==> config.mk <==
export PLATFORM = sky130hd
export DESIGN_NAME = multichannel_moving_average_top
export DESIGN_NICKNAME = d
export VERILOG_FILES = /design/src/design/mma_pkg.sv /design/src/design/mma_ring.sv /design/src/design/mma_div.sv /design/src/design/multichannel_moving_average_top.sv
export SDC_FILE = /design/constraint.sdc
export NUM_CORES = 2
export LEC_CHECK = 0
export BUFFER_PORTS_ARGS = -buffer_cell sky130_fd_sc_hd__buf_4
export CAP_MARGIN = 30
export CORE_MARGIN = 3
export CORE_UTILIZATION = 68
export DETAILED_ROUTE_END_ITERATION = 16
export PLACE_DENSITY_LB_ADDON = 0.25
export SLEW_MARGIN = 20
export SYNTH_ARGS = -nofsm -noshare
export SYNTH_HDL_FRONTEND = slang
export SYNTH_HIERARCHICAL = 1
export SYNTH_SLANG_ARGS = --single-unit
==> constraint.sdc <==
create_clock -name i_clk -period 10.7 [get_ports i_clk]
set_clock_uncertainty 0.05 [all_clocks]
set_input_delay 2.14 -clock i_clk [delete_from_list [all_inputs] [get_ports i_clk]]
set_output_delay 2.14 -clock i_clk [all_outputs]
set_load 0.02 [all_outputs]
==> src/design/mma_pkg.sv <==
// shared types and constants of the multichannel moving average block
// no dependencies; imported by every module of the block
package mma_pkg;

    localparam int NUM_CH          = 4;
    localparam int CH_W            = 2;
    localparam int WIN_W           = 7;
    localparam int SAMPLE_W        = 12;
    localparam int AVG_W           = 12;
    localparam int MAX_WINDOW_DEF  = 64;
    localparam int SAMPLE_BITS_DEF = 12;

    localparam logic [WIN_W-1:0] WIN_RESET = 7'd16;

    localparam logic OP_STORE  = 1'b0;
    localparam logic OP_REPORT = 1'b1;

    typedef struct packed {
        logic                opcode;
        logic [CH_W-1:0]     channel;
        logic [SAMPLE_W-1:0] sample;
    } t_in_item;

    typedef struct packed {
        logic [AVG_W-1:0] average_ch0;
        logic [AVG_W-1:0] average_ch1;
        logic [AVG_W-1:0] average_ch2;
        logic [AVG_W-1:0] average_ch3;
    } t_out_item;

endpackage

==> src/design/mma_ring.sv <==
// sample store: one ring region per channel, one write and one registered read port
// depends on mma_pkg
module mma_ring #(
    parameter int PW          = 6,
    parameter int SAMPLE_BITS = 12
) (
    input  logic                   i_clk,
    input  logic                   i_we,
    input  logic [PW+1:0]          i_waddr,
    input  logic [SAMPLE_BITS-1:0] i_wdata,
    input  logic [PW+1:0]          i_raddr,
    output logic [SAMPLE_BITS-1:0] o_rdata
);
    import mma_pkg::*;

    localparam int DEPTH = NUM_CH << PW;

    logic [SAMPLE_BITS-1:0] r_mem [DEPTH];
    logic [SAMPLE_BITS-1:0] r_rdata;

    always_ff @(posedge i_clk) begin
        if (i_we) begin
            r_mem[i_waddr] <= i_wdata;
        end
        r_rdata <= r_mem[i_raddr];
    end

    assign o_rdata = r_rdata;

endmodule

==> src/design/mma_div.sv <==
// restoring divider, one quotient bit per cycle
// depends on mma_pkg
module mma_div #(
    parameter int DW = 19,
    parameter int VW = 7
) (
    input  logic          i_clk,
    input  logic          i_rst_n,
    input  logic          i_start,
    input  logic [DW-1:0] i_dividend,
    input  logic [VW-1:0] i_divisor,
    output logic          o_done,
    output logic [DW-1:0] o_quotient
);
    import mma_pkg::*;

    localparam int CNT_W = $clog2(DW);

    logic             r_busy;
    logic             r_done;
    logic [CNT_W-1:0] r_cnt;
    logic [VW-1:0]    r_rem;
    logic [VW-1:0]    r_dvs;
    logic [DW-1:0]    r_q;
    logic [VW:0]      shifted;
    logic             fits;
    logic [VW:0]      diff;

    always_comb begin
        shifted = {r_rem, r_q[DW-1]};
        fits    = shifted >= {1'b0, r_dvs};
        diff    = shifted - {1'b0, r_dvs};
    end

    always_ff @(posedge i_clk) begin
        if (!i_rst_n) begin
            r_busy <= 1'b0;
            r_done <= 1'b0;
            r_cnt  <= '0;
        end else begin
            r_done <= 1'b0;
            if (i_start) begin
                r_busy <= 1'b1;
                r_cnt  <= '0;
            end else if (r_busy) begin
                r_cnt <= r_cnt + CNT_W'(1);
                if (r_cnt == CNT_W'(DW - 1)) begin
                    r_busy <= 1'b0;
                    r_done <= 1'b1;
                end
            end
        end
    end

    always_ff @(posedge i_clk) begin
        if (i_start) begin
            r_q   <= i_dividend;
            r_rem <= '0;
            r_dvs <= i_divisor;
        end else if (r_busy) begin
            r_rem <= fits ? diff[VW-1:0] : shifted[VW-1:0];
            r_q   <= {r_q[DW-2:0], fits};
        end
    end

    assign o_done     = r_done;
    assign o_quotient = r_q;

endmodule

==> src/design/multichannel_moving_average_top.sv <==
// four-channel boxcar moving average: sequencer, ring state and result register
// depends on mma_pkg, mma_ring, mma_div
//
//  channel | handshake                 | payload
//  in      | i_in_valid / o_in_ready   | i_in_item  (opcode, channel, sample)
//  out     | o_out_valid / i_out_ready | o_out_item (average_ch0..average_ch3)
//  cfg     | i_cfg_valid / o_cfg_ready | i_cfg_index, i_cfg_data (window per channel)
//
// a store item is written straight into its channel's ring; a report walks the
// channels one after the other, summing the stored samples of each through the
// registered read port, then dividing in the shared bit-serial divider
// reset is synchronous; no clearing pass, the store holds garbage until written
// o_in_ready is low during a report, while a finished report waits on i_out_ready
// and while a window write is offered; o_cfg_ready is low during a report
module multichannel_moving_average_top #(
    parameter int MAX_WINDOW  = mma_pkg::MAX_WINDOW_DEF,
    parameter int SAMPLE_BITS = mma_pkg::SAMPLE_BITS_DEF
) (
    input  logic                    i_clk,
    input  logic                    i_rst_n,
    input  logic                    i_in_valid,
    output logic                    o_in_ready,
    input  mma_pkg::t_in_item       i_in_item,
    output logic                    o_out_valid,
    input  logic                    i_out_ready,
    output mma_pkg::t_out_item      o_out_item,
    input  logic                    i_cfg_valid,
    output logic                    o_cfg_ready,
    input  logic [mma_pkg::CH_W-1:0]  i_cfg_index,
    input  logic [mma_pkg::WIN_W-1:0] i_cfg_data
);
    import mma_pkg::*;

    localparam int CW  = $clog2(MAX_WINDOW + 1);
    localparam int PW  = $clog2(MAX_WINDOW);
    localparam int SW  = SAMPLE_BITS + CW;
    localparam int EW  = (CW > WIN_W) ? CW : WIN_W;
    localparam int SXW = (SAMPLE_BITS > SAMPLE_W) ? SAMPLE_BITS : SAMPLE_W;
    localparam int QXW = (SW > AVG_W) ? SW : AVG_W;

    localparam logic [1:0] S_IDLE = 2'd0;
    localparam logic [1:0] S_SUM  = 2'd1;
    localparam logic [1:0] S_DIV  = 2'd2;
    localparam logic [1:0] S_DONE = 2'd3;

    logic [1:0]       r_state;
    logic [WIN_W-1:0] r_win  [NUM_CH];
    logic [PW-1:0]    r_pos  [NUM_CH];
    logic [CW-1:0]    r_fill [NUM_CH];
    logic [CH_W-1:0]  r_ch;
    logic [CW-1:0]    r_idx;
    logic             r_rd_pend;
    logic [SW-1:0]    r_acc;
    logic [AVG_W-1:0] r_avg  [NUM_CH];
    logic             r_out_valid;
    t_out_item        r_out;

    logic             in_acc;
    logic             store_acc;
    logic             report_acc;
    logic             cfg_acc;
    logic [CH_W-1:0]  sch;
    logic [EW-1:0]    w_ext;
    logic [CW-1:0]    win;
    logic [PW-1:0]    wpos;
    logic [CW-1:0]    pos_inc;
    logic [PW-1:0]    n_pos;
    logic [SXW-1:0]   smp_ext;
    logic [CW-1:0]    cur_n;
    logic             issue;
    logic             sum_end;
    logic             div_start;
    logic             div_done;
    logic [SW-1:0]    quotient;
    logic [QXW-1:0]   q_ext;
    logic [SAMPLE_BITS-1:0] rd_data;
    logic             out_load;

    // a window write goes first, so a store never meets a clear in one cycle
    assign o_in_ready  = (r_state == S_IDLE) && !i_cfg_valid;
    assign o_cfg_ready = (r_state == S_IDLE);
    assign in_acc      = i_in_valid && o_in_ready;
    assign store_acc   = in_acc && (i_in_item.opcode == OP_STORE);
    assign report_acc  = in_acc && (i_in_item.opcode == OP_REPORT);
    assign cfg_acc     = i_cfg_valid && o_cfg_ready;

    // effective window and next write position of the addressed channel
    always_comb begin
        sch   = i_in_item.channel;
        w_ext = EW'(r_win[sch]);
        if (w_ext == '0) begin
            win = CW'(1);
        end else if (w_ext > EW'(MAX_WINDOW)) begin
            win = CW'(MAX_WINDOW);
        end else begin
            win = CW'(w_ext);
        end
        wpos    = (CW'(r_pos[sch]) >= win) ? '0 : r_pos[sch];
        pos_inc = CW'(wpos) + CW'(1);
        n_pos   = (pos_inc >= win) ? '0 : pos_inc[PW-1:0];
        smp_ext = SXW'(i_in_item.sample);
    end

    always_comb begin
        cur_n     = r_fill[r_ch];
        issue     = (r_state == S_SUM) && (r_idx != cur_n);
        sum_end   = (r_state == S_SUM) && (r_idx == cur_n) && !r_rd_pend;
        div_start = sum_end;
        q_ext     = QXW'(quotient);
        out_load  = (r_state == S_DONE) && (!r_out_valid || i_out_ready);
    end

    mma_ring #(
        .PW          (PW),
        .SAMPLE_BITS (SAMPLE_BITS)
    ) u_ring (
        .i_clk   (i_clk),
        .i_we    (store_acc),
        .i_waddr ({sch, wpos}),
        .i_wdata (smp_ext[SAMPLE_BITS-1:0]),
        .i_raddr ({r_ch, r_idx[PW-1:0]}),
        .o_rdata (rd_data)
    );

    mma_div #(
        .DW (SW),
        .VW (CW)
    ) u_div (
        .i_clk      (i_clk),
        .i_rst_n    (i_rst_n),
        .i_start    (div_start),
        .i_dividend (r_acc),
        .i_divisor  (cur_n),
        .o_done     (div_done),
        .o_quotient (quotient)
    );

    // window registers, ring positions and fill counts
    always_ff @(posedge i_clk) begin
        if (!i_rst_n) begin
            for (int c = 0; c < NUM_CH; c++) begin
                r_win[c]  <= WIN_RESET;
                r_pos[c]  <= '0;
                r_fill[c] <= '0;
            end
        end else if (cfg_acc) begin
            r_win[i_cfg_index]  <= i_cfg_data;
            r_pos[i_cfg_index]  <= '0;
            r_fill[i_cfg_index] <= '0;
        end else if (store_acc) begin
            r_pos[sch] <= n_pos;
            if (r_fill[sch] < win) begin
                r_fill[sch] <= r_fill[sch] + CW'(1);
            end
        end
    end

    // report sequencer
    always_ff @(posedge i_clk) begin
        if (!i_rst_n) begin
            r_state     <= S_IDLE;
            r_ch        <= '0;
            r_idx       <= '0;
            r_rd_pend   <= 1'b0;
            r_out_valid <= 1'b0;
        end else begin
            r_rd_pend <= issue;
            if (o_out_valid && i_out_ready && !out_load) begin
                r_out_valid <= 1'b0;
            end
            case (r_state)
                S_IDLE: begin
                    if (report_acc) begin
                        r_state <= S_SUM;
                        r_ch    <= '0;
                        r_idx   <= '0;
                    end
                end
                S_SUM: begin
                    if (issue) begin
                        r_idx <= r_idx + CW'(1);
                    end
                    if (sum_end) begin
                        r_state <= S_DIV;
                    end
                end
                S_DIV: begin
                    if (div_done) begin
                        r_idx <= '0;
                        if (r_ch == CH_W'(NUM_CH - 1)) begin
                            r_state <= S_DONE;
                        end else begin
                            r_ch    <= r_ch + CH_W'(1);
                            r_state <= S_SUM;
                        end
                    end
                end
                S_DONE: begin
                    if (out_load) begin
                        r_out_valid <= 1'b1;
                        r_state     <= S_IDLE;
                    end
                end
                default: begin
                    r_state <= S_IDLE;
                end
            endcase
        end
    end

    // accumulator and per-channel averages
    always_ff @(posedge i_clk) begin
        if ((r_state == S_IDLE) || ((r_state == S_DIV) && div_done)) begin
            r_acc <= '0;
        end else if (r_rd_pend) begin
            r_acc <= r_acc + SW'(rd_data);
        end
        if ((r_state == S_DIV) && div_done) begin
            r_avg[r_ch] <= (cur_n == '0) ? '0 : q_ext[AVG_W-1:0];
        end
        if (out_load) begin
            r_out.average_ch0 <= r_avg[0];
            r_out.average_ch1 <= r_avg[1];
            r_out.average_ch2 <= r_avg[2];
            r_out.average_ch3 <= r_avg[3];
        end
    end

    assign o_out_valid = r_out_valid;
    assign o_out_item  = r_out;

endmodule

# After elaboration in Yosys (flattened, before gate mapping)
# Memory sizes are Yosys's and may differ from the RTL's. A register that Yosys moved wholly into a read port is not among the register bits.
# Index checks and enable logic that the tools add are counted.
# totals
ram_bits,3200
inputBits,29
latch_bits,0
n_memories,5
reg_bits,72
romBits,0
# classes
reduce_logical,34
bitwise,3
addsub,7
n_mux,62
eq_ne,13
magnitude_cmp,5
div,0
mul,0
n_shift,0
# mem_list
memory,words,width,rd,rd_ports_with_merged_regs,write_ports,line_no,text
u_ring.r_mem,256,12,1,1,1,mma_ring.sv:18,logic [SAMPLE_BITS-1:0] r_mem [DEPTH];
r_avg,4,12,4,4,1,multichannel_moving_average_top.sv:54,logic [AVG_W-1:0] r_avg [NUM_CH];
r_fill,4,7,2,1,4,multichannel_moving_average_top.sv:49,logic [CW-1:0] r_fill [NUM_CH];
r_win,4,7,1,0,4,multichannel_moving_average_top.sv:47,logic [WIN_W-1:0] r_win [NUM_CH];
r_pos,4,6,1,0,4,multichannel_moving_average_top.sv:48,logic [PW-1:0] r_pos [NUM_CH];
# op_table
operator,count
two-way mux 7 bit,9
two-way mux 19 bit,2
two-way mux 2 bit,15
two-way mux 1 bit,28
two-way mux 6 bit,4
one-hot mux 7 bit (3 select lines),1
OR reduction 7 bit,3
adder 19 x 12 -> 19 bit,1
"adder 7 x 1 -> 7 bit, second input constant",2
logical NOT 7 bit,2
logical AND 1 bit,12
two-way mux 12 bit,1
AND reduction 4 bit,3
OR reduction 6 bit,2
greater-or-equal comparator 8 x 7 -> 1 bit,1
"inequality test 2 bit, second input constant",4
one-hot mux 2 bit (4 select lines),1
"adder 6 x 1 -> 7 bit, second input constant",1
equality test 7 bit,1
greater-or-equal comparator 6 x 7 -> 1 bit,1
greater-or-equal comparator 7 bit,1
"greater-than comparator 7 bit, second input constant",1
less-than comparator 7 bit,1
inequality test 7 bit,1
other kinds (16),26

# Longest topological paths before layout
# An unclocked memory read counts as a cell.
# depth
word_depth,12
ltp_mapped,26

# Hierarchy
# The synthesis kept the hierarchy.
# by_module_without_submodules
mod,cells_per_inst,instances,area_per_inst_um2
mma_ring,5506,1,118632.5
multichannel_moving_average_top,736,1,9619.2
mma_div,180,1,2119.5

# Worst setup path before layout
# No wires, ideal clock.
# synth_timing
path_type,input port to flip-flop
startpoint,in i_in_item[13] (netlist bit)
endpoint,"mem r_pos[1][0], data pin"
arrival_time_ns,7.378
path_stages,26
setup_slack_ns,3.132
t_required_ns,10.510
path_cell_list,clkbuf_1 -> mux4_2 -> or4_1 -> o21bai_2 -> and2_1 -> ha_1 -> nand2b_1 -> a21o_1 -> a21o_1 -> a211o_1 -> a21oi_1 -> o21ai_0 -> inv_1 -> ha_1 -> nor2_1 -> nand2_1 -> a21oi_1 -> nor3_1 -> inv_1 -> ha_1 -> a21o_1 -> a211oi_1 -> o21ai_1 -> or2_2 -> clkbuf_1 -> nor2b_1
# synth_rtl
item,line_no,text
start: declaration,multichannel_moving_average_top.sv:23,"input mma_pkg::t_in_item i_in_item,"
end: declaration,multichannel_moving_average_top.sv:48,

# Worst setup path after layout
# layout_timing
startpoint,in i_in_item[12] (netlist bit)
endpoint,"mem u_ring.r_mem[101][7], enable pin"
# layout_via
elab_chain_len,6
word_cells_on_any_way,8
cone_classes,2 x order compare; 3 x mux; 1 x reduce/logical; 2 x memory
# layout_lines
item,line_no,text
memory (4 x 7 bit),n/a,
greater-than comparator 7 bit,multichannel_moving_average_top.sv:93,end else if (w_ext > EW'(MAX_WINDOW)) begin
two-way mux 7 bit,multichannel_moving_average_top.sv:93,
two-way mux 7 bit,multichannel_moving_average_top.sv:91,if (w_ext == '0) begin
greater-or-equal comparator 6 x 7 -> 1 bit,multichannel_moving_average_top.sv:98,wpos = (CW'(r_pos[sch]) >= win) ? '0 : r_pos[sch];
two-way mux 6 bit (*),multichannel_moving_average_top.sv:98,
named net wpos[0],multichannel_moving_average_top.sv:65,logic [PW-1:0] wpos;
end: declaration,mma_ring.sv:18,
# The timed path passes the listed nets; every way through them passes the cells marked *.

==> run summary <==
Maxcap violations: 0
IO Pins: 80
Critical-path top delay cell: nor2b_1
Via count: 71,687
Largest net degree at the start of global routing: 131
Final setup fails: 0
Overflow after GRT: 0
Worst setup SP type: input port
Crit Path Max Fanout: 34
Initial antenna violation count: 22
Root buffer cell: clkbuf_16
Main area contributors after synthesis: edfxtp_1, mux4_2, mux2i_1
Power Total: 27.16 mW
CTS buffer count: 330
Top cells by instance count after synthesis: edfxtp_1, mux4_2, nor2_1, mux2i_1, a22oi_1
Ys flop type: edfxtp_1
Setup TNS: 0 ns
Global-route wire length before repair: 505,500 µm
Port Buffers: 79
Clock transition at the registers of the reported paths: 0.06 ns
Top cell type's share of synthesized area: 0.7541
Pre-CTS setup slack: 1.034 ns
DP Area: 134,200 µm²
Seq cells post-synth: 3,334
Synthesis-to-finish area growth: 11.94%
Die Area: 197,000 µm²
Antenna Nets Post-Route: 0
Synth async-reset ratio: 0
Sequential fraction of the synthesis area: 0.7633
Max VDD drop: 0.1686 mV
Slew Viols, Final: 0
Setup Buffers After CTS: 0
Core area: 190,400 µm²
Setup crit end kind: flop
H-tree depth: 5
FP Rows: 160
Worst Path Class, Setup: in2reg
DRT Wirelength: 353,600 µm
Worst-Skew Late Latency: 0.93 ns
Cts repair resizes: 0
Pwr Density: 186.1 nW/µm²
Fmax: 114.1 MHz
Syn_nets: 6,500
Mean Syn Cell Area: 20.30 µm²
Crit path largest cell delay: 0.78 ns
RSZ-0062 raised after global routing: false
Post-CTS Hold Buffers: 0
Vias per cell: 7.464
TritonCTS clock tree: done
Worst Max-Slew Pin Slew: 1.320 ns
Final Critical Period: 8.767 ns
Cell area after layout: 145,900 µm²
Most used cell, CP: buf_4
RePlAce Congestion: 0.9417
Relative slew slack: 0.1202
DRC errors left: 0
Die width: 443.9 µm
GRT Util Overall: 0.3610
Share of cells above drive strength 1: 0.2455
Area leader, netlist: edfxtp_1
CP required: 11.31 ns
Status: finished clean
Routed len/inst: 36.82 µm
Worst reg-to-reg setup slack: 3.49 ns
Detailed Routing Iterations Pass 1: 6
Synthesis warning total: 6
DPL Wire Length: 198,300 µm
Hold Slack: 0.3673 ns
Tcrit/Tclk final: 0.8193
Worst EP arrival: 9.37 ns
Post-synth EDFFs: 3,274
DR iter-0 viols: 11,805
Most common cell in the netlist: edfxtp_1
Leakage: 45.11 nW
Vias in the first global route: 70,423
Final hold vios: 0
Hold Crit Class: reg2reg
Gate Count Post-Synth: 6,422
Starting density of the core: 0.6848
Die Y: 443.9 µm
Final nets: 6,911
Post-Syn Area: 130,400 µm²
CP Cell Sequence: buf_4 > mux4_2 > or4_1 > o21bai_2 > and2_1 > ha_1 > nand2b_1 > a21o_1 > a21o_1 > a211o_1 > a21oi_1 > o21ai_0 > inv_1 > nor2b_1 > nand3_1 > buf_4 > nor2_1 > buf_4
Worst-case clock buffer depth: 4
CTS sink cnt: 3,334
Yosys cell types: 86
Setup ws final: 1.933 ns
per-layer routing:
| metal | global-route usage | wire [µm] | vias up |
|---|---|---|---|
| met5 | 0 | 152 | - |
| li1 | - | - | 27460 |
| met4 | 0.1758 | 21380 | 22 |
| met1 | 0.4772 | 116000 | 36071 |
| met2 | 0.5510 | 165000 | 6807 |
| met3 | 0.1198 | 51160 | 1327 |
worst max-delay path, delay by kind of cell:
family / cells / cell delay [ns]
compound gates: 6 / 1.44
fa+ha+maj: 1 / 0.25
buf+inv: 4 / 1.96
mux: 1 / 0.61
simple gates: 6 / 2.88
final cells by class:
type	count	area (µm²)
Antenna cell	13	32.53
Clock buffer	398	8797
Clock inverter	181	1938
Fill cell	9169	44450
Inverter	41	153.9
Multi-Input combinational cell	2675	28600
Sequential cell	3334	99530
Tap cell	2511	3142
Timing Repair Buffer	451	3737
power breakdown:
| group | internal (mW) | leakage (nW) | switching (mW) |
|---|---|---|---|
| combinational | 0.371 | 9.86 | 0.730 |
| clock | 6.82 | 5.24 | 4.85 |
| sequential | 14.4 | 30.0 | 0.0299 |
| total | 21.6 | 45.1 | 5.61 |
state kept, by name, indices dropped and copies added, names as in the netlist, named ones only:
signal and flops:
r_acc 19, o_out_item 48, r_pos 24, o_out_valid 1, r_avg 48, u_div/r_rem 7
u_div/r_busy 1, r_win 28, r_fill 28, r_rd_pend 1, u_ring/r_mem 3072, r_ch 2
u_div/r_dvs 7, u_div/r_cnt 5, r_idx 7, r_state 2, u_div/o_quotient 19, u_ring/o_rdata 12
u_div/o_done 1
stage by stage:
step | instances | util
after floorplan | 6422 | -
after global placement | 8850 | 0.7020
after detailed placement | 8912 | 0.7051
after CTS | 9491 | 0.7615
after global routing | 9592 | 0.7664
final | 9604 | 0.7665
path summary, 6_finish.rpt:
| check | start | to | cells after the start |
|---|---|---|---|
| max | i_in_item[12] | u_ring/r_mem[101][7] | 18 |
| min | r_avg[1][4] | o_out_item[28] | 0 |
| min reg2reg | r_avg[1][4] | o_out_item[28] | 0 |
| max reg2reg | r_win[2][5] | u_ring/r_mem[101][7] | 17 |
cells in the final DEF (no fill, tap or decap), types with 26 or more instances in the layout:
master     instances
o21ai_0           67
nand3_1           58
xnor2_1           26
o221ai_1          54
o22ai_1           89
inv_1             38
edfxtp_1        3274
ha_1              47
nor2_2            41
nand2_1           93
dfxtp_1           54
a22oi_1          217
a21oi_1          146
mux4_2           660
mux2_2            48
nor2_1           360
a211oi_1          31
nor3_1            52
bufinv_16         40
mux2i_1          231
clkbuf_16        341
and2_1            36
buf_4            395
clkinv_2          56
nor2b_1           48
clkinv_1          57
clkbuf_1          52
nor4_1            30
kinds of logic after synthesis:
group           count (synthesis)  share of synthesized area
mux                           948                     0.1369
flops                        3334                     0.7633
simple gates                  876                    0.03243
fa+ha+maj                      49                   0.004818
buf+inv                       413                    0.01902
compound gates                768                    0.04122
xor+xnor                       34                   0.002284
Note: power is estimated with default switching activity, not from simulation.
